## src/rtl/core/stok_pkg.sv

```systemverilog
// Shared types, codes and keyword tables of the script token scanner.
`default_nettype none

package stok_pkg;

  localparam int POS_W      = 16;
  localparam int RES_MAX    = 4;
  localparam int SLOT_N     = 6;
  localparam int FIFO_DEPTH = 8;
  localparam int FIFO_AW    = $clog2(FIFO_DEPTH);

  typedef logic [POS_W-1:0] pos_t;

  typedef struct packed {
    logic [7:0] char_byte;
    logic       end_of_source;
  } in_word_t;

  typedef struct packed {
    logic [4:0]  token_kind;
    logic [15:0] token_offset;
    logic [15:0] token_length;
    logic [15:0] line_number;
    logic        last_of_run;
  } out_word_t;

  typedef enum logic [3:0] {
    M_IDLE    = 4'd0,
    M_LBRACE  = 4'd1,
    M_RBRACE  = 4'd2,
    M_MINUS   = 4'd3,
    M_AMP     = 4'd4,
    M_AMPDASH = 4'd5,
    M_STRING  = 4'd6,
    M_NUMBER  = 4'd7,
    M_NUMDOT  = 4'd8,
    M_FRAC    = 4'd9,
    M_IDENT   = 4'd10
  } scan_mode_t;

  localparam logic [4:0] TK_LPAREN   = 5'd0;
  localparam logic [4:0] TK_RPAREN   = 5'd1;
  localparam logic [4:0] TK_LBRACE   = 5'd2;
  localparam logic [4:0] TK_LBRACE2  = 5'd3;
  localparam logic [4:0] TK_RBRACE   = 5'd4;
  localparam logic [4:0] TK_RBRACE2  = 5'd5;
  localparam logic [4:0] TK_LBRACK   = 5'd6;
  localparam logic [4:0] TK_RBRACK   = 5'd7;
  localparam logic [4:0] TK_COLON    = 5'd8;
  localparam logic [4:0] TK_SEMI     = 5'd9;
  localparam logic [4:0] TK_COMMA    = 5'd10;
  localparam logic [4:0] TK_SYMBOL   = 5'd11;
  localparam logic [4:0] TK_ARROW    = 5'd12;
  localparam logic [4:0] TK_MINUS    = 5'd13;
  localparam logic [4:0] TK_AMPARROW = 5'd14;
  localparam logic [4:0] TK_STRING   = 5'd15;
  localparam logic [4:0] TK_NUMBER   = 5'd16;
  localparam logic [4:0] TK_IDENT    = 5'd17;
  localparam logic [4:0] TK_LISTEN   = 5'd18;
  localparam logic [4:0] TK_DELEGATE = 5'd19;
  localparam logic [4:0] TK_ANIMATE  = 5'd20;
  localparam logic [4:0] TK_END      = 5'd21;

  localparam logic [15:0] LINE_MAX   = 16'hFFFF;
  localparam logic [15:0] LINE_RESET = 16'd1;

  localparam logic [7:0] CH_NL    = 8'h0A;
  localparam logic [7:0] CH_UNDER = 8'h5F;

  // Keyword text lengths: Listen, Delegate, Animate
  localparam logic [3:0] KW_LEN0 = 4'd6;
  localparam logic [3:0] KW_LEN1 = 4'd8;
  localparam logic [3:0] KW_LEN2 = 4'd7;

  function automatic logic [3:0] kw_len(input logic [1:0] k);
    case (k)
      2'd0:    kw_len = KW_LEN0;
      2'd1:    kw_len = KW_LEN1;
      default: kw_len = KW_LEN2;
    endcase
  endfunction

  function automatic logic [7:0] kw_char(input logic [1:0] k, input logic [2:0] i);
    logic [63:0] txt;
    case (k)
      2'd0:    txt = {16'h0000, "nets", "iL"};
      2'd1:    txt = "etageleD";
      default: txt = {8'h00, "etaminA"};
    endcase
    kw_char = txt[8*i +: 8];
  endfunction

  function automatic logic is_digit(input logic [7:0] c);
    is_digit = (c >= "0") && (c <= "9");
  endfunction

  function automatic logic is_alpha(input logic [7:0] c);
    is_alpha = ((c >= "A") && (c <= "Z")) || ((c >= "a") && (c <= "z"));
  endfunction

  // Drop each keyword whose text does not hold c at index idx.
  function automatic logic [2:0] mask_upd(input logic [2:0] m, input logic [7:0] c,
                                          input pos_t idx);
    logic [2:0] r;
    r = m;
    for (int k = 0; k < 3; k++) begin
      if ((idx >= pos_t'(kw_len(2'(k)))) || (kw_char(2'(k), idx[2:0]) != c)) begin
        r[k] = 1'b0;
      end
    end
    mask_upd = r;
  endfunction

  function automatic logic [4:0] ident_kind(input logic [2:0] m, input pos_t len);
    logic [4:0] r;
    r = TK_IDENT;
    if (m[0] && (len == pos_t'(KW_LEN0))) r = TK_LISTEN;
    if (m[1] && (len == pos_t'(KW_LEN1))) r = TK_DELEGATE;
    if (m[2] && (len == pos_t'(KW_LEN2))) r = TK_ANIMATE;
    ident_kind = r;
  endfunction

  function automatic out_word_t mk_tok(input logic [4:0] kind, input pos_t off,
                                       input pos_t len, input logic [15:0] line);
    out_word_t w;
    w.token_kind   = kind;
    w.token_offset = 16'(off);
    w.token_length = 16'(len);
    w.line_number  = line;
    w.last_of_run  = 1'b0;
    mk_tok = w;
  endfunction

endpackage

`default_nettype wire

```

## src/rtl/core/script_token_scanner.sv

```systemverilog
// Top level of the script token scanner: input register, scan core, result queue.
//
//  channel | direction | handshake      | word
//  --------+-----------+----------------+------------------------------------------
//  in_     | in        | valid / stall  | in_word_t  : char_byte, end_of_source
//  out_    | out       | valid / stall  | out_word_t : kind, offset, length, line, last
//  cfg_    | in        | valid / ready  | first_line_number, 16 bits
//
// One source byte is taken per cycle; each byte is evaluated from the input register
// once the queue has room and yields zero to four tokens into an 8-entry queue.
// Tokens leave at one per cycle, so bytes flow at full rate while each averages at
// most one token; the queue's free space (four entries) sets when in_stall rises.
// Reset (rst_n low, synchronous) empties the queue and the input register, sets the
// first line number to 1 and rewinds position, line and mode.
// A stalled output keeps its word; the input keeps accepting until fewer than four
// queue entries are free.
`default_nettype none

module script_token_scanner
  import stok_pkg::*;
(
  input  wire logic        clk,
  input  wire logic        rst_n,
  input  wire logic        in_valid,
  output logic             in_stall,
  input  wire in_word_t    in_word,
  output logic             out_valid,
  input  wire logic        out_stall,
  output out_word_t        out_word,
  input  wire logic        cfg_valid,
  output logic             cfg_ready,
  input  wire logic [15:0] cfg_first_line_number
);

  logic      in_vld_r;
  in_word_t  in_word_r;
  logic      room;
  logic      take;
  out_word_t res [RES_MAX];
  logic [2:0] res_cnt;

  // Evaluate the held byte whenever the queue can absorb a worst-case burst.
  assign take      = in_vld_r && room;
  assign in_stall  = in_vld_r && !room;
  assign cfg_ready = 1'b1;

  // Input register: load a new word whenever the held one moves on.
  always_ff @(posedge clk) begin
    if (!rst_n) begin
      in_vld_r <= 1'b0;
    end else if (!in_stall) begin
      in_vld_r <= in_valid;
    end
  end

  always_ff @(posedge clk) begin
    if (in_valid && !in_stall) begin
      in_word_r <= in_word;
    end
  end

  stok_scan u_scan (
    .clk      (clk),
    .rst_n    (rst_n),
    .take     (take),
    .word     (in_word_r),
    .cfg_wr   (cfg_valid && cfg_ready),
    .cfg_data (cfg_first_line_number),
    .res      (res),
    .res_cnt  (res_cnt)
  );

  // Drain tokens in order, one per accepted output word.
  stok_res_fifo u_fifo (
    .clk      (clk),
    .rst_n    (rst_n),
    .push     (take),
    .wr_data  (res),
    .wr_cnt   (res_cnt),
    .room     (room),
    .rd_valid (out_valid),
    .rd_data  (out_word),
    .pop      (out_valid && !out_stall)
  );

endmodule

`default_nettype wire

```

## src/rtl/core/stok_scan.sv

```systemverilog
// Scanner state registers and the single-pass byte evaluation.
`default_nettype none

module stok_scan
  import stok_pkg::*;
(
  input  wire logic        clk,
  input  wire logic        rst_n,
  input  wire logic        take,
  input  wire in_word_t    word,
  input  wire logic        cfg_wr,
  input  wire logic [15:0] cfg_data,
  output out_word_t        res [RES_MAX],
  output logic [2:0]       res_cnt
);

  logic [15:0] first_line_r;
  pos_t        pos_r, pos_nxt;
  logic [15:0] line_r, line_nxt;
  pos_t        start_r, start_nxt;
  scan_mode_t  mode_r, mode_nxt;
  logic        quote_r, quote_nxt;
  logic [2:0]  mask_r, mask_nxt;

  out_word_t   slot [SLOT_N];
  logic [SLOT_N-1:0] slot_v;

  logic [7:0]  c;
  logic        go_idle;
  logic [15:0] line_mid;
  pos_t        p, pos_inc, rel;
  logic [7:0]  quote_ch;
  logic [2:0]  n;
  logic [2:0]  n_m1;

  assign c        = word.char_byte;
  assign p        = pos_r;
  assign rel      = pos_r - start_r;
  assign pos_inc  = (pos_r != '1) ? pos_r + pos_t'(1) : pos_r;
  assign quote_ch = quote_r ? 8'h27 : 8'h22;

  // Slots in emit order: 0,1 pending token; 2 fresh token; 3,4 flush; 5 end.
  always_comb begin
    mode_nxt  = mode_r;
    start_nxt = start_r;
    quote_nxt = quote_r;
    mask_nxt  = mask_r;
    line_mid  = line_r;
    pos_nxt   = pos_inc;
    go_idle   = 1'b0;
    slot_v    = '0;
    for (int i = 0; i < SLOT_N; i++) begin
      slot[i] = '0;
    end

    case (mode_r)
      M_LBRACE: begin
        if (c == "{") begin
          slot[0] = mk_tok(TK_LBRACE2, start_r, pos_t'(2), line_r);
          mode_nxt = M_IDLE;
        end else begin
          slot[0] = mk_tok(TK_LBRACE, start_r, pos_t'(1), line_r);
          go_idle = 1'b1;
        end
        slot_v[0] = 1'b1;
      end
      M_RBRACE: begin
        if (c == "}") begin
          slot[0] = mk_tok(TK_RBRACE2, start_r, pos_t'(2), line_r);
          mode_nxt = M_IDLE;
        end else begin
          slot[0] = mk_tok(TK_RBRACE, start_r, pos_t'(1), line_r);
          go_idle = 1'b1;
        end
        slot_v[0] = 1'b1;
      end
      M_MINUS: begin
        if (c == ">") begin
          slot[0] = mk_tok(TK_ARROW, start_r, pos_t'(2), line_r);
          mode_nxt = M_IDLE;
        end else begin
          slot[0] = mk_tok(TK_MINUS, start_r, pos_t'(1), line_r);
          go_idle = 1'b1;
        end
        slot_v[0] = 1'b1;
      end
      M_AMP: begin
        if (c == "-") mode_nxt = M_AMPDASH;
        else go_idle = 1'b1;
      end
      M_AMPDASH: begin
        if (c == ">") begin
          slot[0]   = mk_tok(TK_AMPARROW, start_r, pos_t'(3), line_r);
          slot_v[0] = 1'b1;
          mode_nxt  = M_IDLE;
        end else begin
          go_idle = 1'b1;
        end
      end
      M_STRING: begin
        if (c == quote_ch) begin
          slot[0]   = mk_tok(TK_STRING, start_r + pos_t'(1), rel - pos_t'(1), line_r);
          slot_v[0] = 1'b1;
          mode_nxt  = M_IDLE;
        end else if (c == CH_NL) begin
          line_mid = (line_r != LINE_MAX) ? line_r + 16'd1 : line_r;
        end
      end
      M_NUMBER: begin
        if (c == ".") begin
          mode_nxt = M_NUMDOT;
        end else if (!is_digit(c)) begin
          slot[0]   = mk_tok(TK_NUMBER, start_r, rel, line_r);
          slot_v[0] = 1'b1;
          go_idle   = 1'b1;
        end
      end
      M_NUMDOT: begin
        if (is_digit(c)) begin
          mode_nxt = M_FRAC;
        end else begin
          slot[0]  = mk_tok(TK_NUMBER, start_r, rel - pos_t'(1), line_r);
          slot[1]  = mk_tok(TK_SYMBOL, p - pos_t'(1), pos_t'(1), line_r);
          slot_v[1:0] = 2'b11;
          go_idle  = 1'b1;
        end
      end
      M_FRAC: begin
        if (!is_digit(c)) begin
          slot[0]   = mk_tok(TK_NUMBER, start_r, rel, line_r);
          slot_v[0] = 1'b1;
          go_idle   = 1'b1;
        end
      end
      M_IDENT: begin
        if (is_alpha(c) || is_digit(c) || (c == CH_UNDER)) begin
          mask_nxt = mask_upd(mask_r, c, rel);
        end else begin
          slot[0]   = mk_tok(ident_kind(mask_r, rel), start_r, rel, line_r);
          slot_v[0] = 1'b1;
          go_idle   = 1'b1;
        end
      end
      default: begin
        go_idle = 1'b1;
      end
    endcase

    // Start a fresh token at this byte.
    if (go_idle) begin
      start_nxt = p;
      mode_nxt  = M_IDLE;
      slot[2]   = mk_tok(TK_SYMBOL, p, pos_t'(1), line_r);
      case (c)
        "(":  begin slot[2].token_kind = TK_LPAREN; slot_v[2] = 1'b1; end
        ")":  begin slot[2].token_kind = TK_RPAREN; slot_v[2] = 1'b1; end
        "[":  begin slot[2].token_kind = TK_LBRACK; slot_v[2] = 1'b1; end
        "]":  begin slot[2].token_kind = TK_RBRACK; slot_v[2] = 1'b1; end
        ":":  begin slot[2].token_kind = TK_COLON;  slot_v[2] = 1'b1; end
        ";":  begin slot[2].token_kind = TK_SEMI;   slot_v[2] = 1'b1; end
        ",":  begin slot[2].token_kind = TK_COMMA;  slot_v[2] = 1'b1; end
        ".", "#": slot_v[2] = 1'b1;
        "{":  mode_nxt = M_LBRACE;
        "}":  mode_nxt = M_RBRACE;
        "-":  mode_nxt = M_MINUS;
        "&":  mode_nxt = M_AMP;
        CH_NL: line_mid = (line_r != LINE_MAX) ? line_r + 16'd1 : line_r;
        8'h22: begin mode_nxt = M_STRING; quote_nxt = 1'b0; end
        8'h27: begin mode_nxt = M_STRING; quote_nxt = 1'b1; end
        default: begin
          if (is_digit(c)) begin
            mode_nxt = M_NUMBER;
          end else if (is_alpha(c) || (c == CH_UNDER)) begin
            mode_nxt = M_IDENT;
            mask_nxt = mask_upd(3'b111, c, '0);
          end
        end
      endcase
    end

    line_nxt = line_mid;

    // Last byte: flush the open token, add the end token, rewind.
    if (word.end_of_source) begin
      case (mode_nxt)
        M_LBRACE: begin
          slot[3] = mk_tok(TK_LBRACE, start_nxt, pos_t'(1), line_mid); slot_v[3] = 1'b1;
        end
        M_RBRACE: begin
          slot[3] = mk_tok(TK_RBRACE, start_nxt, pos_t'(1), line_mid); slot_v[3] = 1'b1;
        end
        M_MINUS: begin
          slot[3] = mk_tok(TK_MINUS, start_nxt, pos_t'(1), line_mid); slot_v[3] = 1'b1;
        end
        M_NUMBER, M_FRAC: begin
          slot[3]   = mk_tok(TK_NUMBER, start_nxt, pos_inc - start_nxt, line_mid);
          slot_v[3] = 1'b1;
        end
        M_NUMDOT: begin
          slot[3] = mk_tok(TK_NUMBER, start_nxt, pos_inc - pos_t'(1) - start_nxt, line_mid);
          slot[4] = mk_tok(TK_SYMBOL, pos_inc - pos_t'(1), pos_t'(1), line_mid);
          slot_v[4:3] = 2'b11;
        end
        M_IDENT: begin
          slot[3] = mk_tok(ident_kind(mask_nxt, pos_inc - start_nxt), start_nxt,
                           pos_inc - start_nxt, line_mid);
          slot_v[3] = 1'b1;
        end
        default: begin
        end
      endcase
      slot[5]   = mk_tok(TK_END, pos_inc, '0, line_mid);
      slot_v[5] = 1'b1;
      pos_nxt   = '0;
      line_nxt  = first_line_r;
      start_nxt = '0;
      mode_nxt  = M_IDLE;
      quote_nxt = 1'b0;
      mask_nxt  = 3'b111;
    end
  end

  // Pack the live slots to the front and mark the final one.
  always_comb begin
    for (int i = 0; i < RES_MAX; i++) begin
      res[i] = '0;
    end
    n = '0;
    for (int i = 0; i < SLOT_N; i++) begin
      if (slot_v[i]) begin
        res[n[1:0]] = slot[i];
        n = n + 3'd1;
      end
    end
    n_m1 = n - 3'd1;
    if (n != 3'd0) res[n_m1[1:0]].last_of_run = 1'b1;
  end

  assign res_cnt = n;

  always_ff @(posedge clk) begin
    if (!rst_n) begin
      first_line_r <= LINE_RESET;
      pos_r        <= '0;
      line_r       <= LINE_RESET;
      start_r      <= '0;
      mode_r       <= M_IDLE;
      quote_r      <= 1'b0;
      mask_r       <= 3'b111;
    end else begin
      if (cfg_wr) begin
        first_line_r <= cfg_data;
      end
      if (take) begin
        pos_r   <= pos_nxt;
        line_r  <= line_nxt;
        start_r <= start_nxt;
        mode_r  <= mode_nxt;
        quote_r <= quote_nxt;
        mask_r  <= mask_nxt;
      end else if (cfg_wr && (pos_r == '0)) begin
        line_r <= cfg_data;
      end
    end
  end

endmodule

`default_nettype wire

```

## src/rtl/core/stok_res_fifo.sv

```systemverilog
// Result queue: takes up to four tokens a cycle, hands out one a cycle.
`default_nettype none

module stok_res_fifo
  import stok_pkg::*;
(
  input  wire logic      clk,
  input  wire logic      rst_n,
  input  wire logic      push,
  input  wire out_word_t wr_data [RES_MAX],
  input  wire logic [2:0] wr_cnt,
  output logic           room,
  output logic           rd_valid,
  output out_word_t      rd_data,
  input  wire logic      pop
);

  out_word_t           mem_r [FIFO_DEPTH];
  logic [FIFO_AW-1:0]  wp_r, rp_r;
  logic [FIFO_AW:0]    cnt_r;
  logic [2:0]          add;

  assign add      = push ? wr_cnt : 3'd0;
  assign room     = cnt_r <= (FIFO_AW+1)'(FIFO_DEPTH - RES_MAX);
  assign rd_valid = cnt_r != '0;
  assign rd_data  = mem_r[rp_r];

  always_ff @(posedge clk) begin
    for (int i = 0; i < RES_MAX; i++) begin
      if (push && (3'(i) < wr_cnt)) begin
        mem_r[wp_r + FIFO_AW'(i)] <= wr_data[i];
      end
    end
  end

  always_ff @(posedge clk) begin
    if (!rst_n) begin
      wp_r  <= '0;
      rp_r  <= '0;
      cnt_r <= '0;
    end else begin
      wp_r  <= wp_r + FIFO_AW'(add);
      if (pop) rp_r <= rp_r + FIFO_AW'(1);
      cnt_r <= cnt_r + (FIFO_AW+1)'(add) - (FIFO_AW+1)'(pop);
    end
  end

endmodule

`default_nettype wire

```

## config.mk

```make
export PLATFORM = sky130hd
export DESIGN_NAME = script_token_scanner
export DESIGN_NICKNAME = d
export VERILOG_FILES = /design/src/rtl/core/stok_pkg.sv /design/src/rtl/core/script_token_scanner.sv /design/src/rtl/core/stok_scan.sv /design/src/rtl/core/stok_res_fifo.sv
export SDC_FILE = /design/constraint.sdc
export NUM_CORES = 2
export LEC_CHECK = 0
export BUFFER_PORTS_ARGS = -buffer_cell sky130_fd_sc_hd__buf_4
export CELL_PAD_IN_SITES_DETAIL_PLACEMENT = 0
export CELL_PAD_IN_SITES_GLOBAL_PLACEMENT = 2
export CORE_ASPECT_RATIO = 2
export CORE_MARGIN = 3
export CORE_UTILIZATION = 35
export DETAILED_ROUTE_END_ITERATION = 12
export GPL_TIMING_DRIVEN = 0
export PLACE_DENSITY = 0.77
export SLEW_MARGIN = 20
export SYNTH_ARGS = -nofsm -noshare
export SYNTH_HDL_FRONTEND = slang
export SYNTH_SLANG_ARGS = --single-unit
```

## constraint.sdc

```tcl
create_clock -name clk -period 10.3 [get_ports clk]
set_input_delay 1.03 -clock clk [delete_from_list [all_inputs] [get_ports clk]]
set_output_delay 1.03 -clock clk [all_outputs]
set_load 0.01 [all_outputs]
```

==> results.py, run 1 <==
metrics = {
    "logic_synthesis": {
        "synth_top_area_frac": 0.302,
        "async_reset_ff_frac": 0,
        "synthCells": 5354,
        "seq_area_frac_synth": 0.341,
        "ys_seq_elements": 527,
        "synthesis.nets": 5457,
        "syn_area_per_cell_um2": 8.19,
        "synthesis.area_um2": 43800,
        "yosys.area.top_type": "edfxtp_1",
        "yosys_warnings": 0,
        "synth_cell_types": 100,
        "synth_edf_count": 441,
        "synthTopCellsByArea": "edfxtp_1 (30%), a21oi_1 (6.8%), nor2_1 (6.3%)",
        "yosys_most_used_dff": "edfxtp_1",
    },
    "die": {
        "fp.dieH_um": 507,
        "initial_core_util": 0.353,
        "num_rows": 183,
        "ios": 87,
        "die_w_um": 256,
    },
    "cts": {
        "cts_made_buffers": 56,
        "htreeDepth": 2,
        "clockBufferDepth": 3,
        "cts.sinks": 527,
        "root_buffer": "clkbuf_16",
    },
    "status": {
        "status": "did not finish",
        "error_line": "[ERROR GRT-0116] Global routing finished with congestion. Check the congestion regions in the DRC Viewer.",
        "stop_stage": "global routing (5_1_grt)",
    },
    "grt": {
        "grt_pass1_vias": 55300,
        "grt_pass1_wl_um": 523000,
        "grt_overflow_total": 46,
        "track_usage": 0.587,
        "grt_max_degree": 16,
    },
    "placement": {
        "gp_congestion": 1.09,
        "hpwl_um": 282000,
        "pre_cts_ws_ns": -1.65,
        "dpl-instance-area_um2": 48800,
        "numPortBuffers": 83,
    },
}
what timing repair did:
item                       4_1_cts
pin swaps                        4
setup buffers                    3
resized for setup               24
hold buffers                     0
setup endpoints to repair      864
stage by stage:
step,instances,util
after detailed placement,7196,0.392
after global placement,7102,0.374
after CTS,7304,0.409
after floorplan,5354,-
synthesized netlist by cell type (30+ instances only):
cell / number
nand2_1: 497
a21oi_1: 593
mux2i_1: 103
o21ai_0: 492
a31oi_1: 57
nor3_1: 141
mux2_2: 89
dfxtp_1: 86
nand3_1: 140
mux4_2: 108
a22oi_1: 93
o211ai_1: 109
xor2_1: 34
edfxtp_1: 441
nor2b_1: 66
nor2_1: 740
a211oi_1: 196
inv_1: 70
buf_2: 30
a221oi_1: 56
and3_1: 35
xnor2_1: 96
o22ai_1: 73
and2_1: 41
clkbuf_1: 425
ha_1: 68
o21ai_1: 44
logic make-up after synthesis:
family                     after synthesis  synth area share
muxes                                  300             0.102
buffers and inverters                  561            0.0495
and+or+nand+nor                       1817             0.185
adders and majority gates               79            0.0231
other                                    1         0.0000855
DFF                                    527             0.341
xor gates and xnor gates               131            0.0263
AOI/OAI and AO/OA                     1938             0.273
metal layers:
metal  global-route usage  GRT overflow
met1                0.551             1
met2                0.864            24
met3                0.290             0
met4                0.685            21
met5               0.0441             0
==> inputs of run 2 (changes only) <==
--- a/config.mk
+++ b/config.mk
@@ -6,14 +6,11 @@
 export NUM_CORES = 2
 export LEC_CHECK = 0
 export BUFFER_PORTS_ARGS = -buffer_cell sky130_fd_sc_hd__buf_4
-export CELL_PAD_IN_SITES_DETAIL_PLACEMENT = 0
-export CELL_PAD_IN_SITES_GLOBAL_PLACEMENT = 2
-export CORE_ASPECT_RATIO = 2
 export CORE_MARGIN = 3
-export CORE_UTILIZATION = 35
+export CORE_UTILIZATION = 20
 export DETAILED_ROUTE_END_ITERATION = 12
 export GPL_TIMING_DRIVEN = 0
-export PLACE_DENSITY = 0.77
+export PLACE_DENSITY_LB_ADDON = 0.15
 export SLEW_MARGIN = 20
 export SYNTH_ARGS = -nofsm -noshare
 export SYNTH_HDL_FRONTEND = slang
==> constraint.sdc (replaced) <==
create_clock -name clk -period 13.4 [get_ports clk]
set_input_delay 1.34 -clock clk [delete_from_list [all_inputs] [get_ports clk]]
set_output_delay 1.34 -clock clk [all_outputs]
set_load 0.01 [all_outputs]
==> results.py, run 2 <==
metrics = {
    "status": {
        "status": "completed",
    },
    "sta": {
        "setup_tns_ns": 0,
        "hold_violations": 0,
        "tightestPinTransition_ns": 1.44,
        "grt_setup_unrepaired": "false",
        "setup_violations": 0,
        "min_period_over_period": 0.912,
        "setup_slack_ns": 1.18,
        "hold-worst-slack_ns": 0.487,
        "finClkSkew_ns": 0.0487,
        "slew_violations": 0,
        "min_period_ns": 12.22,
        "slew_headroom": 0.0373,
        "max_freq_mhz": 81.8,
    },
    "hold_path": {
        "worstHoldStart": "u_scan.first_line_r[0]",
        "hold_path_end": "u_scan.first_line_r[0]",
        "hold_depth": 2,
        "holdCritPathClass": "flop to flop",
    },
    "logic_synthesis": {
        "yosys_most_used_dff": "edfxtp_1",
        "yosys_warnings": 0,
        "ys_seq_elements": 527,
        "yosys.area.top_type": "edfxtp_1",
        "synthTopCellsByArea": "edfxtp_1 (30%), a21oi_1 (6.8%), nor2_1 (6.3%)",
        "synthesis.area_um2": 43800,
        "async_reset_ff_frac": 0,
        "synth_cell_types": 100,
        "synth_common_cells": "nor2_1 (740), a21oi_1 (593), nand2_1 (497)",
        "synth_top_area_frac": 0.302,
        "synth_most_common_cell": "nor2_1",
        "synthCells": 5354,
        "syn_area_per_cell_um2": 8.19,
        "synthesis.nets": 5457,
        "seq_area_frac_synth": 0.341,
        "synth_edf_count": 441,
    },
    "power": {
        "ir_drop_mv": 0.101,
        "p_leak_nw": 18.2,
        "power_density_nw_per_um2": 124,
    },
    "worst_setup_path": {
        "cp-end-kind": "flop",
        "r2r_cells": 25,
        "slowest_stage": "o21ai_1",
        "path_buf_inv": 3,
        "start_kind": "flop",
        "regToRegStartpoint": "in_word_r[8]",
        "cpPeakStageDelay_ns": 0.88,
        "critPathKind": "flop to flop",
        "crit_arrival_ns": 12.59,
        "cp.required_ns": 13.77,
        "cp_top_family": "compound AO/OA/AOI/OAI gates",
        "timing.rr.end": "u_fifo.mem_r[3][33]",
        "path_max_fanout": 10,
        "r2r_setup_slack_ns": 1.18,
    },
    "grt": {
        "track_usage": 0.284,
        "grt_overflow_total": 0,
        "grt_max_degree": 18,
        "grt_pass1_wl_um": 435000,
        "grt_pass1_vias": 46900,
        "antenna_found_initial": 25,
    },
    "die": {
        "core_um2": 218000,
        "num_rows": 171,
        "dieArea_um2": 225000,
        "ios": 87,
        "die_w_um": 474,
        "initial_core_util": 0.202,
        "fp.dieH_um": 474,
    },
    "cts": {
        "cts.sinks": 527,
        "htreeDepth": 3,
        "post_cts.repair.setup_buffers": 0,
        "clockBufferDepth": 3,
        "cts_made_buffers": 71,
        "cts.clk_slew.worst_paths_ns": 0.06,
        "root_buffer": "clkbuf_16",
        "ctsResizeCount": 0,
        "cts_tree": "done",
        "cts_hold_buf": 0,
        "insertion_delay_ns": 0.75,
    },
    "flow_run": {
        "max_cap_violations": 0,
    },
    "layout": {
        "top_register": "u_fifo.mem_r",
        "drive_gt1_frac": 0.131,
        "layout_common_cells": "nor2_1 (739), a21oi_1 (579), nand2_1 (497)",
        "final_common_cell": "nor2_1",
        "design_area_um2": 52600,
        "final_util": 0.242,
        "area.growth.synth_to_final_pct": 20.0,
        "largest_register_ffs": 432,
        "fin_nets": 5706,
    },
    "detailed_routing": {
        "first_pass_iters": 7,
        "vias": 49800,
        "wl_per_cell_um": 38.8,
        "antenna_left": 0,
        "viasPerCell": 5.84,
        "drtIter0Drc": 7348,
        "drc_errors": 0,
        "drt_wl_total_um": 331000,
    },
    "placement": {
        "gp_congestion": 1.05,
        "pre_cts_ws_ns": 1.96,
        "dpl-instance-area_um2": 50200,
        "hpwl_um": 259000,
        "numPortBuffers": 83,
    },
}
==> run 2: metal layers <==
| metal | up-vias | part of all wire | track usage |
|---|---|---|---|
| met5 | - | 0.00047 | 0.00454 |
| met4 | 10 | 0.065 | 0.149 |
| met3 | 850 | 0.094 | 0.0690 |
| met2 | 3292 | 0.42 | 0.427 |
| met1 | 24900 | 0.42 | 0.375 |
| li1 | 20700 | - | - |
==> run 2: logic make-up (layout without fill, tap and decap cells) <==
family	count (synthesis)	after routing	share of synthesized area
compound gates	1938	1938	0.273
fa+ha+maj	79	79	0.0231
xor+xnor	131	131	0.0263
simple gates	1817	1817	0.185
buf+inv	561	861	0.0495
flops	527	527	0.341
other cells	1	15	0.0000855
mux	300	300	0.102
==> run 2: how the worst max path moves through the flow <==
stage | cells past startpoint | to | startpoint
after floorplan | 24 | u_fifo.mem_r[2][0] | in_word_r[8]
after CTS | 25 | u_fifo.mem_r[3][33] | in_word_r[8]
after detailed placement | 25 | u_fifo.mem_r[3][33] | in_word_r[8]
final | 25 | u_fifo.mem_r[3][33] | in_word_r[8]
after global routing | 25 | u_fifo.mem_r[3][33] | in_word_r[8]
after global placement | 22 | u_fifo.mem_r[4][9] | in_word_r[8]
==> run 2: through the flow <==
stage,power (mW),cells
after global routing,6.78,8508
after detailed placement,4.60,8379
after floorplan,3.39,5354
after CTS,6.54,8503
final,6.53,8522
after global placement,4.53,8291
==> run 2: tightest hold or removal path, stage by stage, from the launching register on <==
cell and delay, ns:
dfxtp_1 0.33, mux2i_1 0.07, nand2_1 0.06
==> run 2: final cells by class <==
type | count | area, µm²
timing repair buffer | 176 | 2120
antenna | 14 | 35.0
multi-input combinational | 4266 | 27400
fill | 23700 | 165000
clock inverter | 36 | 379
tap | 2854 | 3570
buffer | 487 | 1990
sequential | 527 | 15000
inverter | 74 | 278
clock buffer | 88 | 1870
==> run 2: power breakdown <==
part	switching (mW)	internal (mW)	total, mW
logic	1.75	0.914	2.67
clock network	0.824	1.09	1.92
registers	0.0300	1.92	1.95
total	2.61	3.93	6.53
Power figures use the tool's default switching activity.
